--- config.mk ---
export PLATFORM = sky130hd
export DESIGN_NAME = sensor_frame_deframer_core
export DESIGN_NICKNAME = d
export VERILOG_FILES = /design/src/hw/rtl/sfd_pkg.sv /design/src/hw/rtl/sfd_front.sv /design/src/hw/rtl/sfd_queue.sv /design/src/hw/rtl/sfd_back.sv /design/src/hw/rtl/sensor_frame_deframer_core.sv
export VERILOG_INCLUDE_DIRS = /design/src /design/src/hw/rtl
export SDC_FILE = /design/constraint.sdc
export NUM_CORES = 1
export LEC_CHECK = 0
export BUFFER_PORTS_ARGS = -buffer_cell sky130_fd_sc_hd__buf_2
export CORE_ASPECT_RATIO = 1.75
export CORE_MARGIN = 2
export CORE_UTILIZATION = 55
export CTS_BUF_LIST = sky130_fd_sc_hd__clkbuf_16
export CTS_CLUSTER_SIZE = 16
export DETAILED_ROUTE_END_ITERATION = 12
export PLACE_DENSITY = 0.71
export SLEW_MARGIN = 20
export SYNTH_ARGS = -nofsm -noshare
export SYNTH_HDL_FRONTEND = slang
export SYNTH_SLANG_ARGS = --single-unit
--- constraint.sdc ---
create_clock -name clk -period 8.05 [get_ports clk]
set_clock_uncertainty 0.05 [all_clocks]
set_input_delay 0.4025 -clock clk [delete_from_list [all_inputs] [get_ports clk]]
set_output_delay 0.4025 -clock clk [all_outputs]
set_load 0.05 [all_outputs]
--- src/hw/rtl/assert_macros.svh ---
// assertion macros for the deframer rtl
`ifndef ASSERT_MACROS_SVH
`define ASSERT_MACROS_SVH

// property checked at every rising clk edge outside reset
`define SFD_ASSERT(label, prop, msg) \
	label: assert property (@(posedge clk) disable iff (!arst_n) (prop)) else $error(msg);

// implication checked in the same cycle
`define SFD_ASSERT_IMP(label, ante, cons, msg) \
	label: assert property (@(posedge clk) disable iff (!arst_n) (ante) |-> (cons)) \
		else $error(msg);

// implication checked in the following cycle
`define SFD_ASSERT_NEXT(label, ante, cons, msg) \
	label: assert property (@(posedge clk) disable iff (!arst_n) (ante) |=> (cons)) \
		else $error(msg);

`endif

--- src/hw/rtl/sfd_pkg.sv ---
// shared types and constants of the sensor frame deframer
package sfd_pkg;

	localparam int unsigned IDX_W       = 17;
	localparam logic [IDX_W-1:0] IDX_MAX = '1;
	localparam logic [7:0]  INNER_SEED  = 8'hAA;
	localparam logic [15:0] OUTER_HDR   = 16'd4;
	localparam logic [IDX_W-1:0] MIN_BUF = 17'd8;
	localparam int unsigned QUEUE_DEPTH = 4;
	localparam int unsigned TDATA_W     = 72;

	localparam logic KIND_PAYLOAD = 1'b0;
	localparam logic KIND_STATUS  = 1'b1;

	typedef enum logic [2:0] {
		ERR_NONE       = 3'd0,
		ERR_SHORT      = 3'd1,
		ERR_BAD_HEADER = 3'd2,
		ERR_LEN_SMALL  = 3'd3,
		ERR_TRUNCATED  = 3'd4,
		ERR_DECL_ZERO  = 3'd5,
		ERR_DECL_LONG  = 3'd6
	} err_t;

	// one result item as it travels through the queue
	typedef struct packed {
		logic        kind;
		logic [7:0]  payload_byte;
		logic [7:0]  command;
		logic [15:0] declared_length;
		logic [7:0]  header_flags;
		logic [15:0] outer_length;
		logic        header_ok;
		logic [7:0]  received_checksum;
		logic        checksum_ok;
		logic        frame_valid;
		err_t        error_code;
	} result_t;

endpackage

--- src/hw/rtl/sfd_front.sv ---
// front end: parses input beats and classifies them into queue entries
module sfd_front (
	input  logic              clk,
	input  logic              arst_n,
	input  logic              s_tvalid,
	output logic              s_tready,
	input  logic [7:0]        s_tdata,   // data_byte
	input  logic              s_tlast,   // buffer_end
	input  logic              q_full,
	output logic              push,
	output sfd_pkg::result_t  push_data
);
	import sfd_pkg::*;

	logic [IDX_W-1:0] idx_q;
	logic [7:0]  flags_q;
	logic [15:0] len_q;
	logic        hdr_good_q;
	logic [7:0]  cmd_q;
	logic [15:0] decl_q;
	logic [7:0]  sum_q;
	logic [7:0]  ck_q;
	logic        done_q;

	logic        accept;
	logic [7:0]  b;
	logic [7:0]  flags_n;
	logic [15:0] len_n;
	logic        hdr_good_n;
	logic [7:0]  cmd_n;
	logic [15:0] decl_n;
	logic [7:0]  hdr_sum;
	logic [7:0]  sum_a;
	logic [7:0]  sum_b;
	logic [7:0]  ck_n;
	logic        outer_ok;
	logic        decl_ok;
	logic        in_payload;
	logic        at_end;
	logic [IDX_W-1:0] len_x;
	logic [IDX_W-1:0] decl_x;
	result_t     res;
	logic        res_valid;

	assign s_tready = !q_full;
	assign accept   = s_tvalid && !q_full;
	assign b        = s_tdata;

	// header fields, command and inner length captured at fixed byte positions
	always_comb begin
		flags_n    = (idx_q == 17'd0) ? b : flags_q;
		len_n      = len_q;
		if (idx_q == 17'd1) len_n = {len_q[15:8], b};
		if (idx_q == 17'd2) len_n = {b, len_q[7:0]};
		hdr_sum    = flags_q + len_q[7:0] + len_q[15:8];
		hdr_good_n = (idx_q == 17'd3) ? (b == hdr_sum) : hdr_good_q;
		cmd_n      = (idx_q == 17'd4) ? b : cmd_q;
		decl_n     = decl_q;
		if (idx_q == 17'd5) decl_n = {decl_q[15:8], b};
		if (idx_q == 17'd6) decl_n = {b, decl_q[7:0]};
	end

	// frame position checks and running inner sum
	always_comb begin
		len_x      = {1'b0, len_n};
		decl_x     = {1'b0, decl_n};
		sum_a      = (idx_q >= 17'd4 && idx_q <= 17'd6) ? sum_q + b : sum_q;
		outer_ok   = hdr_good_n && (len_n >= OUTER_HDR);
		decl_ok    = outer_ok && (decl_n != 16'd0) && (decl_x + 17'd3 <= len_x);
		in_payload = decl_ok && (idx_q >= 17'd7) && (idx_q <= decl_x + 17'd5);
		sum_b      = in_payload ? sum_a + b : sum_a;
		ck_n       = (decl_ok && idx_q == decl_x + 17'd6) ? b : ck_q;
		at_end     = outer_ok && (idx_q >= 17'd7) && (idx_q == len_x + 17'd3);
	end

	// classify the beat into a payload, a status or nothing
	always_comb begin
		res       = '0;
		res_valid = 1'b0;
		if (done_q) begin
			res_valid = 1'b0;
		end else if (at_end) begin
			res_valid        = 1'b1;
			res.kind         = KIND_STATUS;
			res.header_flags = flags_n;
			res.outer_length = len_n;
			res.header_ok    = hdr_good_n;
			if (decl_n == 16'd0) begin
				res.error_code = ERR_DECL_ZERO;
			end else if (!decl_ok) begin
				res.error_code = ERR_DECL_LONG;
			end else begin
				res.command           = cmd_n;
				res.declared_length   = decl_n;
				res.received_checksum = ck_n;
				res.checksum_ok       = ((INNER_SEED - sum_b) == ck_n);
				res.frame_valid       = 1'b1;
				res.error_code        = ERR_NONE;
			end
		end else if (s_tlast) begin
			res_valid = 1'b1;
			res.kind  = KIND_STATUS;
			// compare against the bound minus one so a saturated count cannot wrap
			if (idx_q < (MIN_BUF - 17'd1)) begin
				res.error_code = ERR_SHORT;
			end else begin
				res.header_flags = flags_n;
				res.outer_length = len_n;
				res.header_ok    = hdr_good_n;
				if (!hdr_good_n)
					res.error_code = ERR_BAD_HEADER;
				else if (len_n < OUTER_HDR)
					res.error_code = ERR_LEN_SMALL;
				else
					res.error_code = ERR_TRUNCATED;
			end
		end else if (in_payload) begin
			res_valid        = 1'b1;
			res.kind         = KIND_PAYLOAD;
			res.payload_byte = b;
		end
	end

	assign push      = accept && res_valid;
	assign push_data = res;

	// parser state, cleared after the last beat of a buffer
	always_ff @(posedge clk or negedge arst_n) begin
		if (!arst_n) begin
			idx_q      <= '0;
			flags_q    <= '0;
			len_q      <= '0;
			hdr_good_q <= 1'b0;
			cmd_q      <= '0;
			decl_q     <= '0;
			sum_q      <= '0;
			ck_q       <= '0;
			done_q     <= 1'b0;
		end else if (accept) begin
			if (s_tlast) begin
				idx_q      <= '0;
				flags_q    <= '0;
				len_q      <= '0;
				hdr_good_q <= 1'b0;
				cmd_q      <= '0;
				decl_q     <= '0;
				sum_q      <= '0;
				ck_q       <= '0;
				done_q     <= 1'b0;
			end else if (!done_q) begin
				if (idx_q != IDX_MAX)
					idx_q <= idx_q + 17'd1;
				flags_q    <= flags_n;
				len_q      <= len_n;
				hdr_good_q <= hdr_good_n;
				cmd_q      <= cmd_n;
				decl_q     <= decl_n;
				sum_q      <= sum_b;
				ck_q       <= ck_n;
				done_q     <= at_end;
			end
		end
	end

endmodule

--- src/hw/rtl/sfd_queue.sv ---
// short result queue between the parser and the output stage
module sfd_queue #(
	parameter int unsigned DEPTH = sfd_pkg::QUEUE_DEPTH
) (
	input  logic              clk,
	input  logic              arst_n,
	input  logic              push,
	input  sfd_pkg::result_t  push_data,
	input  logic              pop,
	output logic              full,
	output logic              not_empty,
	output sfd_pkg::result_t  rd_data
);
	import sfd_pkg::*;

	localparam int unsigned AW = (DEPTH > 1) ? $clog2(DEPTH) : 1;
	localparam int unsigned CW = $clog2(DEPTH + 1);
	localparam logic [AW-1:0] LAST_PTR = AW'(DEPTH - 1);
	localparam logic [CW-1:0] FULL_CNT = CW'(DEPTH);

	result_t       mem_q [DEPTH];
	logic [AW-1:0] wr_ptr_q;
	logic [AW-1:0] rd_ptr_q;
	logic [CW-1:0] count_q;

	assign full      = (count_q == FULL_CNT);
	assign not_empty = (count_q != '0);
	assign rd_data   = mem_q[rd_ptr_q];

	// entry storage
	always_ff @(posedge clk) begin
		if (push)
			mem_q[wr_ptr_q] <= push_data;
	end

	// pointers and fill count
	always_ff @(posedge clk or negedge arst_n) begin
		if (!arst_n) begin
			wr_ptr_q <= '0;
			rd_ptr_q <= '0;
			count_q  <= '0;
		end else begin
			if (push)
				wr_ptr_q <= (wr_ptr_q == LAST_PTR) ? '0 : wr_ptr_q + 1'b1;
			if (pop)
				rd_ptr_q <= (rd_ptr_q == LAST_PTR) ? '0 : rd_ptr_q + 1'b1;
			if (push && !pop)
				count_q <= count_q + 1'b1;
			else if (pop && !push)
				count_q <= count_q - 1'b1;
		end
	end

	`include "assert_macros.svh"

	`SFD_ASSERT(a_count_range, count_q <= FULL_CNT, "queue count above depth")
	`SFD_ASSERT_IMP(a_no_push_full, push, !full, "push into full queue")
	`SFD_ASSERT_IMP(a_no_pop_empty, pop, not_empty, "pop from empty queue")
	`SFD_ASSERT_NEXT(a_push_fills, push && !pop, not_empty, "pushed entry lost")

endmodule

--- src/hw/rtl/sfd_back.sv ---
// back end: output register that formats queue entries into result beats
module sfd_back (
	input  logic              clk,
	input  logic              arst_n,
	input  logic              q_valid,
	input  sfd_pkg::result_t  q_data,
	output logic              pop,
	output logic              m_tvalid,
	input  logic              m_tready,
	// payload_byte, command, declared_length, header_flags, outer_length,
	// header_ok, received_checksum, checksum_ok, frame_valid, error_code
	output logic [sfd_pkg::TDATA_W-1:0] m_tdata,
	output logic              m_tuser    // kind
);
	import sfd_pkg::*;

	logic    out_valid_q;
	result_t out_q;

	assign pop = q_valid && (!out_valid_q || m_tready);

	// output holding register
	always_ff @(posedge clk or negedge arst_n) begin
		if (!arst_n) begin
			out_valid_q <= 1'b0;
		end else if (!out_valid_q || m_tready) begin
			out_valid_q <= q_valid;
		end
	end

	always_ff @(posedge clk) begin
		if (pop)
			out_q <= q_data;
	end

	// pack fields from the lowest bit up
	assign m_tvalid = out_valid_q;
	assign m_tuser  = out_q.kind;
	assign m_tdata  = {2'b00,
		out_q.error_code,
		out_q.frame_valid,
		out_q.checksum_ok,
		out_q.received_checksum,
		out_q.header_ok,
		out_q.outer_length,
		out_q.header_flags,
		out_q.declared_length,
		out_q.command,
		out_q.payload_byte};

endmodule

--- src/hw/rtl/sensor_frame_deframer_core.sv ---
// sensor frame deframer top level: parser, result queue and output stage
// Usage:
//   Input beats carry one buffer byte in s_tdata, with s_tlast on the
//   buffer's last byte. Output beats carry a payload byte (m_tuser = 0) or
//   a frame status (m_tuser = 1) in the packed m_tdata word.
//   Each payload byte that passes the header and declared-length checks,
//   bar a buffer's last byte, is one beat; one status beat ends each buffer,
//   and bytes after a completed frame are dropped until the buffer ends.
// Timing:
//   One input beat per cycle while s_tready is high. A result is written
//   into the queue at the edge that accepts its input beat, then, in queue
//   order, into the output register that drives m_tvalid.
//   The parser state updates once per accepted byte.
// Reset and stall:
//   arst_n clears the parser state, the queue and the output register.
//   While m_tready is low the output beat holds and the queue fills; once
//   it holds QUEUE_DEPTH entries, s_tready drops until a slot frees.
module sensor_frame_deframer_core #(
	parameter int unsigned QUEUE_DEPTH = sfd_pkg::QUEUE_DEPTH
) (
	input  logic        clk,
	input  logic        arst_n,
	input  logic        s_tvalid,
	output logic        s_tready,
	input  logic [7:0]  s_tdata,   // data_byte
	input  logic        s_tlast,   // buffer_end
	output logic        m_tvalid,
	input  logic        m_tready,
	// payload_byte, command, declared_length, header_flags, outer_length,
	// header_ok, received_checksum, checksum_ok, frame_valid, error_code
	output logic [sfd_pkg::TDATA_W-1:0] m_tdata,
	output logic        m_tuser    // kind
);
	import sfd_pkg::*;

	logic    q_full;
	logic    q_valid;
	logic    push;
	logic    pop;
	result_t push_data;
	result_t q_data;

	// byte parser and classifier
	sfd_front u_front (
		.clk       (clk),
		.arst_n    (arst_n),
		.s_tvalid  (s_tvalid),
		.s_tready  (s_tready),
		.s_tdata   (s_tdata),
		.s_tlast   (s_tlast),
		.q_full    (q_full),
		.push      (push),
		.push_data (push_data)
	);

	// decoupling queue
	sfd_queue #(
		.DEPTH (QUEUE_DEPTH)
	) u_queue (
		.clk       (clk),
		.arst_n    (arst_n),
		.push      (push),
		.push_data (push_data),
		.pop       (pop),
		.full      (q_full),
		.not_empty (q_valid),
		.rd_data   (q_data)
	);

	// output stage
	sfd_back u_back (
		.clk      (clk),
		.arst_n   (arst_n),
		.q_valid  (q_valid),
		.q_data   (q_data),
		.pop      (pop),
		.m_tvalid (m_tvalid),
		.m_tready (m_tready),
		.m_tdata  (m_tdata),
		.m_tuser  (m_tuser)
	);

endmodule

# Yosys cells after proc, flatten, opt, wreduce, memory -nomap -nowiden
# Memory sizes are Yosys's and may differ from the RTL's. A register that Yosys moved wholly into a read port is not among the register bits.
# Index checks and enable logic that the tools add are counted.
# W data, S select, Z words.
[totals]
reg_bits = 91
ram_bits = 284
input_bits = 13
output_inout_bits = 75
word_cells = 139
mem_count = 1
[memory_table]
columns = ["memory", "words", "width", "read_ports", "rd_ports_with_merged_regs", "write_ports", "line", "text"]
rows = [
  ["u_queue.mem_q", 4, 71, 1, 1, 1, "sfd_queue.sv:21", "result_t mem_q [DEPTH];"],
]
[classes]
add_sub_neg = 14
n_lt_le_gt_ge = 8
n_eq_ne = 15
n_mux = 61
n_reduce_logical = 27
[op_table]
columns = ["cell", "n"]
rows = [
  ["$mux W8", 18],
  ["$mux W16", 6],
  ["$mux W25", 3],
  ["$mux W24", 3],
  ["$mux W71", 1],
  ["$eq A17 B3 Y1 const B", 3],
  ["$mux W17", 3],
  ["$add A16 B2 Y17 const B", 2],
  ["$add A16 B3 Y17 const B", 2],
  ["$eq A17 B17 Y1", 2],
  ["$eq A17 B2 Y1 const B", 2],
  ["$ge A17 B3 Y1 const B", 2],
  ["$add A8 B8 Y8", 4],
  ["$mux W10", 3],
  ["$mux W3", 9],
  ["$add A17 B1 Y17 const B", 1],
  ["$eq A17 B1 Y1 const B", 1],
  ["$le A17 B16 Y1", 1],
  ["$le A17 B17 Y1", 1],
  ["$le A17 B3 Y1 const B", 1],
  ["$logic_not A17 Y1", 1],
  ["$lt A17 B3 Y1 const B", 1],
  ["$ne A17 B17 Y1 const B", 1],
  ["$eq A8 B8 Y1", 2],
  ["20 further kinds", 52],
]

# Depth between registers and ports, before layout
# Gate-level depths: netlist of the first run.
[depth]
word_depth = 18
depth_mapped = 31
mapped_depth_nobuf = 27

# Hierarchy
# A second synthesis of the first run with hierarchy kept.
[hier_totals]
hier_cells = 1736
hier_area_um2 = 22640.5
[by_module_without_submodules]
columns = ["module", "n_inst", "cells_each", "area_each_um2", "seq_area_each_um2"]
rows = [
  ["sfd_queue", 1, 408, 10735.3, 8703.3],
  ["sfd_front", 1, 1250, 9710.6, 2077.0],
  ["sfd_back", 1, 78, 2194.6, 2157.1],
]

# Worst setup path after synthesis of the first run
# OpenSTA, ideal clock, no wires.
[synth_path]
path_kind = "register to register"
start = "register u_front.idx_q[1]"
end = "memory u_queue.mem_q[2][0] (netlist bit), enable pin"
setup_time_ns = 0.437
arrival_ns = 7.226
t_required_ns = 7.563
setup_slack_ns = 0.337
path_stages_with_launch = 25
path_buffers = 4
period_less_slack_ns = 7.713
cell_sequence = "dfrtp_1 > clkbuf_1 > inv_1 > ha_1 > nor2b_1 > clkbuf_1 > nand3_1 > clkbuf_1 > a21oi_1 > inv_1 > ha_1 > a31oi_1 > o21bai_1 > nor3_1 > xnor2_1 > ha_1 > and4_1 > a2111oi_0 > a31o_2 > o211ai_1 > nor4b_1 > clkbuf_1 > inv_1 > a21oi_1 > and2_1"
[synth_via]
elab_chain_cells = 16
elab_cells_between_ends = 33
cone_classes = "3 x add/sub; 4 x order compare; 6 x eq/ne; 11 x mux; 9 x reduce/logical"
[synth_rtl]
columns = ["element", "line", "text"]
rows = [
  ["start: declaration", "sfd_front.sv:15", "logic [IDX_W-1:0] idx_q;"],
  ["start signal: assignment", "sfd_front.sv:152", "idx_q <= idx_q + 17'd1;"],
  ["parallel branches: the longest is 11 deep, another holds $add A16 B2 Y17", "-", ""],
  ["$mux W1 *", "sfd_front.sv:82", "end else if (at_end) begin"],
  ["$mux W1 *", "sfd_front.sv:80", "if (done_q) begin"],
  ["$logic_and A1 B1 Y1 *", "sfd_front.sv:124", "assign push = accept && res_valid;"],
  ["net push", "sensor_frame_deframer_core.sv:38", "logic push;"],
  ["$mux W1 *", "sfd_queue.sv:32", "if (push)"],
  ["$mux W1 (not written as such) *", "sfd_queue.sv:33", "mem_q[wr_ptr_q] <= push_data;"],
  ["end: declaration", "sfd_queue.sv:21", ""],
]
# Mark *: on every way through the listed nets, which the timed path passes.

==> results of run 1 <==
==> registers in the layout, summed over array words and instances, names as in the netlist, 2 cells and up <==
signal / count
u_back.m_tdata: 70
u_front.len_q: 16
u_front.ck_q: 8
u_queue.count_q: 3
u_front.decl_q: 16
u_queue.rd_ptr_q: 2
u_front.idx_q: 17
u_front.sum_q: 8
u_front.cmd_q: 8
u_queue.mem_q: 284
u_front.flags_q: 8
u_queue.wr_ptr_q: 2
==> logic make-up after synthesis <==
| logic type | after synthesis | share of synthesized area (%) |
|---|---|---|
| simple gates | 497 | 11.3 |
| flops | 446 | 58.5 |
| compound gates | 282 | 8.39 |
| buf+inv | 134 | 2.50 |
| mux | 130 | 10.0 |
| xor+xnor | 107 | 4.30 |
| fa+ha+maj | 81 | 4.95 |
| other cells | 1 | 0.0169 |
==> layer usage <==
| metal | wire length, um | vias to the layer above | GRT usage, % |
|---|---|---|---|
| met1 | 23500 | 7541 | 37.7 |
| met4 | 5310 | 0 | 21.1 |
| met2 | 31700 | 655 | 51.7 |
| met5 | 0 | - | 0 |
| met3 | 3560 | 211 | 3.86 |
| li1 | - | 6633 | - |
==> what timing repair did <==
item / in CTS / in global routing
buffers inserted: 0 / 0
hold buffers: 2 / 0
gates resized for setup: 0 / 2
setup endpoints to repair: 0 / 4
hold endpoints to repair: 36 / 0
==> worst max-delay path: stages, from the launching register on <==
cell       delay [ps]
dfrtp_1           520
inv_1             190
ha_2              400
nor4bb_1          410
and4_1            340
buf_4             300
mux2i_1           110
buf_4             190
nor2_1            320
nand2_1           120
xor2_1            160
ha_1              300
and4_1            240
a2111oi_0         370
a31o_2            300
o211ai_1          290
nor4b_2           490
buf_12            200
nor2_1             50
a21oi_1           280
ha_1              240
o21ai_0           160
nand2_1           130
a21oi_1            40
or4b_1            530
a2111oi_2         570
==> cell type report <==
type	count	area, um^2
clock buffers	40	1000
multi-input cells	1099	8690
repair buffers	170	1170
clock inverters	33	273
well taps	495	619
flip-flops and latches	446	12900
fillers	2996	14900
inverters	45	169
==> per-stage QoR <==
step | instance area (um^2) | hold slack [ps]
after global placement | 23500 | 345
after global routing | 24900 | 123
final | 24900 | 97.7
after floorplan | 22100 | 56.9
after detailed placement | 23500 | 354
after CTS | 24800 | 89.7
==> final timing paths <==
check                                 start                   to  cells after the start
setup reg to reg           u_front.idx_q[0]  u_queue.mem_q[0][4]                     25
hold reg to reg             u_front.ck_q[4]      u_front.ck_q[4]                      2
setup / recovery           u_front.idx_q[0]  u_queue.mem_q[0][4]                     25
min in group asynchronous            arst_n      u_back.m_tvalid                      2
hold / removal                     s_tvalid       u_front.done_q                      3
max in group asynchronous            arst_n  u_queue.rd_ptr_q[0]                      3
==> power by group <==
part | internal, uW | switching, uW
Clock | 1020 | 854
Combinational | 969 | 1880
Sequential | 2940 | 209
==> placed cells by master, fill, tap and decap left out, drive strengths merged, types with 37 or more instances in the layout <==
cell type,synthesis,layout
a21oi,66,66
buf,29,168
clkbuf,60,40
dfrtp,91,91
edfxtp,355,355
ha,70,70
inv,45,58
mux2i,44,44
mux4,71,71
nand2,108,108
nand3,42,42
nor2,149,149
nor3,37,37
o21ai,68,68
xnor2,67,67
xor2,39,39
==> run metrics, run 1 <==
initial antenna violation count 0; Clock Pin Slew Worst Setup and Hold Paths 70 ps; TNS Setup 0 ps; Total Wirelength 64,100 um; die footprint 41,900 um^2; CTS tree done; n_diodes 0; leakage power 0.00931 uW; min Tclk post-route 7590 ps; leading area contributor after synthesis edfxtp_1; H-Tree Depth 2; post-layout util 62.5%; Syn Area/Cell 13.2 um^2; Die W 156 um; final hold viol count 0; r2r setup slk 460 ps; Post-synth EDFFs 355; initial core utilization 55.6%; fraction of layout cells with a size suffix above 1 19.2%; CP required 8280 ps; setup slack after layout 463 ps; Final Non-Filler Cells 2,328; power density over cell area 317 nW/um^2; Unique masters post-synth 79; Max-slew headroom 20.6%; status complete, no violations; Peak VDD IR 0.210 mV; Core Area 39,800 um^2; Die Ht 269 um; Post-synth ARST share 20.4%; vias in the first global route 15,200; Ports 88; fin nets 1,896; Max Clk Rate 0.132 GHz; crit end category register; maximum clock path buffer count 3; Cell Area, Synth 22,100 um^2; WS Path Type reg -> reg; Avg WL per Cell 27.5 um; DRC 0; Worst-Margin Slew 1160 ps; HP Class in -> reg; Max Cap Viol 0; largest net degree at the start of global routing 62; leading register cell type out of synthesis edfxtp_1; Synth top area share 48.2%; top cells by area, synth edfxtp_1 (48%), dfrtp_1 (10%), mux4_2 (7.2%); CTS Buf Count 40; worst-case setup slack after placement 498 ps; area grow syn2layout 12.3%; cells after synthesis 1,678; Post-DP HPWL 46,700 um; drt first pass iters 5; clock sink count 446; Cell Rows 97; GRT Overall Usage 31.0%; clk_lat worst skew 550 ps; PortBufs 85; Final ANT Viol Nets 0; clk root buf clkbuf_16; Pins Over Slew Limit 0; vias post-DR 15,000; most common cell in the netlist edfxtp_1; Max FO, Critical Path 18; 1st-iter DRT viols 1,232; kind of start point of the critical path register; synthesized flop and latch total 446; total power 7880 uW; Worst Path Arrival 7820 ps; synth cell count leaders edfxtp_1 (355), nor2_1 (149), nand2_1 (108), dfrtp_1 (91), mux4_2 (71); first-pass GRT wire length 96,200 um; placed instance count 2,252; Final Wtd Congestion 1.02; grt total ovfl 0; Synth Warn # 0; sequential fraction of the synthesis area 58.5%; post-route clock period utilization 94.2%; final setup vio count 0; Via-to-Cell Ratio 6.46
Power figures use the tool's default switching activity.
==> inputs of run 2 (changes only) <==
Settings changed: RECOVER_POWER from default to 25.
==> run metrics, run 2 (synthesized netlist as in run 1, its figures left out) <==
r2r setup slk 470 ps; first-pass GRT wire length 96,200 um; Worst-Margin Slew 3220 ps; CTS tree done; initial antenna violation count 0; Core Area 39,800 um^2; R2R depth 24; H-Tree Depth 2; Pins Over Slew Limit 198; vias post-DR 15,000; initial core utilization 55.6%; Post-DP HPWL 46,700 um; Die W 156 um; min-delay src s_tvalid; postcts setup bufs 0; clk root buf clkbuf_16; area grow syn2layout 11.8%; Max Cap Viol 5; HP Class in -> reg; M1 wire length 23,200 um; vias in the first global route 15,200; Final Wtd Congestion 1.02; die footprint 41,900 um^2; Die Ht 269 um; final hold viol count 0; crit end category register; failing checks max-capacitance violations, max-slew violations; PortBufs 85; fraction of layout cells with a size suffix above 1 14.9%; Max-slew headroom -115%; final setup vio count 0; Peak VDD IR 0.210 mV; GRT Overall Usage 31.0%; Max Clk Rate 0.132 GHz; Largest Register u_queue.mem_q; drt first pass iters 5; Met3 Routed Length 3880 um; CTS Buf Count 40; Max FO, Critical Path 18; Cell Rows 97; reg2reg end u_queue.mem_q[0][4]; min Tclk post-route 7580 ps; grt total ovfl 0; Final Non-Filler Cells 2,328; clock sink count 446; maximum clock path buffer count 3; most common cell after layout, fill and taps aside edfxtp_1; fin nets 1,896; status finished, violations left; largest net degree at the start of global routing 62; Fin Hold WS 100 ps; leakage power 0.00910 uW; power density over cell area 317 nW/um^2; Total Wirelength 64,100 um; Via-to-Cell Ratio 6.46; WS Path Type reg -> reg; number of flip-flops under the largest register name 284; Final ANT Viol Nets 0; Worst Path Arrival 7810 ps; hold path depth 3; top sig layer met4; Avg WL per Cell 27.5 um; kind of start point of the critical path register; Clock Pin Slew Worst Setup and Hold Paths 70 ps; Ports 88; met2 wire length 31,600 um; WHS Endpoint u_front.done_q; Reg-to-Reg Start u_front.idx_q[1]; 1st-iter DRT viols 1,232; post-route clock period utilization 94.2%; DRC 0; commonest non-fill, non-tap cells in the layout edfxtp_1 (355), nor2_1 (148), nand2_1 (108); placed instance count 2,252; CP required 8280 ps; clk_lat worst skew 550 ps; n_diodes 0; TNS Setup 0 ps
[run 2: changes by cell type in the layout (fill, tap and decap cells not counted), sizes merged]
cell and change:
clkbuf +77, buf -77
[run 2: how the worst max path moves through the flow]
stage | startpoint | to | slack, ps | cells after the start
detailed placement | u_front.idx_q[1] | u_queue.mem_q[0][4] | 500 | 24
floorplan | u_front.idx_q[1] | u_queue.mem_q[2][0] | 340 | 24
global placement | u_front.idx_q[1] | u_queue.mem_q[0][4] | 730 | 21
CTS | u_front.idx_q[1] | u_queue.mem_q[2][4] | 450 | 24
global route | u_front.idx_q[1] | u_queue.mem_q[2][4] | -3 | 24
finish | u_front.idx_q[1] | u_queue.mem_q[0][4] | 470 | 24
[run 2: final cells by class]
class                   count  area, um^2
repair buffers            170        1060
clock buffers              40        1000
well taps                 495         619
inverters                  45         169
multi-input cells        1099        8680
fillers                  3047       15100
flip-flops and latches    446       12900
clock inverters            33         273
[run 2: critical path: stages, from the launching register on]
cell	delay, ps
dfrtp_1	630
ha_2	480
nor4bb_1	400
and4_1	340
buf_4	290
mux2i_1	110
buf_4	180
nor2_1	330
nand2_1	130
xor2_1	160
ha_1	300
and4_1	240
a2111oi_0	370
a31o_2	310
o211ai_1	290
nor4b_2	480
buf_12	200
nor2_1	50
a21oi_1	280
ha_1	240
o21ai_0	160
nand2_1	130
a21oi_1	50
or4b_1	530
a2111oi_2	560
[run 2: metal layers]
layer  vias up  GRT usage (%)
met1      7492           37.7
met3       222           3.86
li1       6630              -
met2       697           51.7
met4         0           21.1
met5         -              0
[run 2: power by group]
group          switching, uW  internal, uW
Clock                    854          1020
Sequential               213          2950
Combinational           1880           921
Total                   2950          4890
[run 2: metrics by stage]
step / util [%] / area, um^2 / power [uW] / setup slack (ps)
after floorplan: - / 22100 / 5190 / 337
after global placement: 59.1 / 23500 / 6000 / 726
after detailed placement: 59.1 / 23500 / 6030 / 498
after CTS: 62.4 / 24800 / 7890 / 454
after global routing: 62.1 / 24700 / 8160 / -2.78
final: 62.1 / 24700 / 7840 / 467
[run 2: what timing repair did]
action,CTS,global route
resized for setup,0,2
hold endpoints to repair,36,0
endpoints found under the setup margin,0,4
hold buffers,2,0
==> inputs of run 3 (changes only) <==
==> constraint.sdc (replaced) <==
create_clock -name clk -period 8.05 [get_ports clk]
set_clock_uncertainty 0.05 [all_clocks]
set_input_delay 1.61 -clock clk [delete_from_list [all_inputs] [get_ports clk]]
set_output_delay 1.61 -clock clk [all_outputs]
set_load 0.05 [all_outputs]
==> run metrics, run 3 (synthesized netlist as in run 1, its figures left out) <==
post-layout util 62.4%; n_diodes 0; status finished, violations left; leakage power 0.00922 uW; fin nets 1,915; clock power share 23.4%; Final Wtd Congestion 1.11; Final ANT Viol Nets 0; largest net degree at the start of global routing 59; Avg WL per Cell 27.4 um; Fin Hold WS 445 ps; combinational share of power 35.9%; # hold bufs at CTS 0; CTS tree done; Worst-Margin Slew 3890 ps; failing checks max-capacitance violations, max-slew violations; final setup vio count 0; Die Ht 269 um; Pint 4910 uW; Max Clk Rate 0.132 GHz; grt total ovfl 0; CTS Buf Count 39; Cell Rows 97; Max Cap Viol 5; Post-CTS Resized 0; PortBufs 85; Total Wirelength 64,200 um; TNS Setup 0 ps; area grow syn2layout 12.2%; vias post-DR 15,100; post-route clock period utilization 94.1%; Sw Pwr 2870 uW; initial antenna violation count 0; sw frac 36.9%; clock sink count 446; min Tclk post-route 7570 ps; part of the power in registers 40.7%; CP required 8280 ps; Clock Pin Slew Worst Setup and Hold Paths 70 ps; vias in the first global route 15,500; crit end category register; most common cell after layout, fill and taps aside edfxtp_1; first-pass GRT wire length 95,600 um; Ports 88; final hold viol count 0; Core Area 39,800 um^2; placed instance count 2,275; RSZ-0062 raised after global routing false; Worst Path Arrival 7800 ps; maximum clock path buffer count 3; number of flip-flops under the largest register name 284; postcts setup bufs 0; kind of start point of the critical path register; commonest non-fill, non-tap cells in the layout edfxtp_1 (355), nor2_1 (148), nand2_1 (108); clk root buf clkbuf_16; Post-DP HPWL 47,100 um; H-Tree Depth 2; Peak VDD IR 0.200 mV; Max FO, Critical Path 15; DRC 0; initial core utilization 55.6%; GRT Overall Usage 31.0%; die footprint 41,900 um^2; 1st-iter DRT viols 1,334; Pins Over Slew Limit 189; fraction of layout cells with a size suffix above 1 16.3%; total power 7770 uW; Via-to-Cell Ratio 6.45; Final Non-Filler Cells 2,345; Largest Register u_queue.mem_q; drt first pass iters 5; clk_lat worst skew 550 ps; Max-slew headroom -159%; Die W 156 um; WS Path Type reg -> reg; HP Class reg -> reg; power density over cell area 313 nW/um^2
## run 3: final cells by class
type                    instances  area, um^2
repair buffers                190        1200
fillers                      3157       15000
flip-flops and latches        446       12900
clock buffers                  40        1000
clock inverters                30         231
inverters                      45         169
well taps                     495         619
multi-input cells            1099        8680
## run 3: path summary, 6_finish.rpt
kind,startpoint,to,slack (ps),cells past startpoint
max,u_front.idx_q[1],u_queue.mem_q[3][4],480,24
min,u_front.ck_q[7],u_front.ck_q[7],450,2
max reg2reg,u_front.idx_q[1],u_queue.mem_q[3][4],480,24
min reg2reg,u_front.ck_q[7],u_front.ck_q[7],450,2
max in group asynchronous,arst_n,u_queue.rd_ptr_q[1],2290,2
min in group asynchronous,arst_n,u_back.m_tvalid,1860,1
## run 3: metrics by stage
| stage | instance area, um^2 | setup slack, ps |
|---|---|---|
| 2_1_floorplan | 22100 | 59.8 |
| 3_3_place_gp | 23700 | 513 |
| 3_5_place_dp | 23700 | 309 |
| 4_1_cts | 24900 | 734 |
| 5_1_grt | 24800 | 9.32 |
| 6_report | 24800 | 475 |
## run 3: metal layers
layer	track usage [%]	up-vias	routed length, um
met3	4.50	259	3810
met5	0	-	0
met4	23.1	0	5800
li1	-	6663	-
met2	52.0	694	31900
met1	35.9	7513	22700
## run 3: worst max-delay path, cell delays in order (launching register included)
cell       delay, ps
dfrtp_1          760
ha_1             390
nor4bb_1         280
and4_1           430
buf_12           210
mux2i_1          380
nand2b_1          90
nor3_1           200
buf_4            190
nand2_1           70
xnor2_1          170
ha_1             270
a21oi_1          120
o21ai_0          120
a2111oi_0        360
o221a_2          250
o21ai_0          400
nor4b_2          380
buf_4            220
buf_4            200
mux2i_1          350
or3_1            200
a21oi_1           70
or4b_1           530
a2111oi_2        600
## run 3: power by group through the flow
stage          clock network, uW  logic (uW)  registers, uW
2_1_floorplan                  0        1460           3720
3_3_place_gp                   0        2760           3190
3_5_place_dp                   0        2790           3210
4_1_cts                     1850        2810           3170
5_1_grt                     1920        2960           3210
6_report                    1820        2790           3170
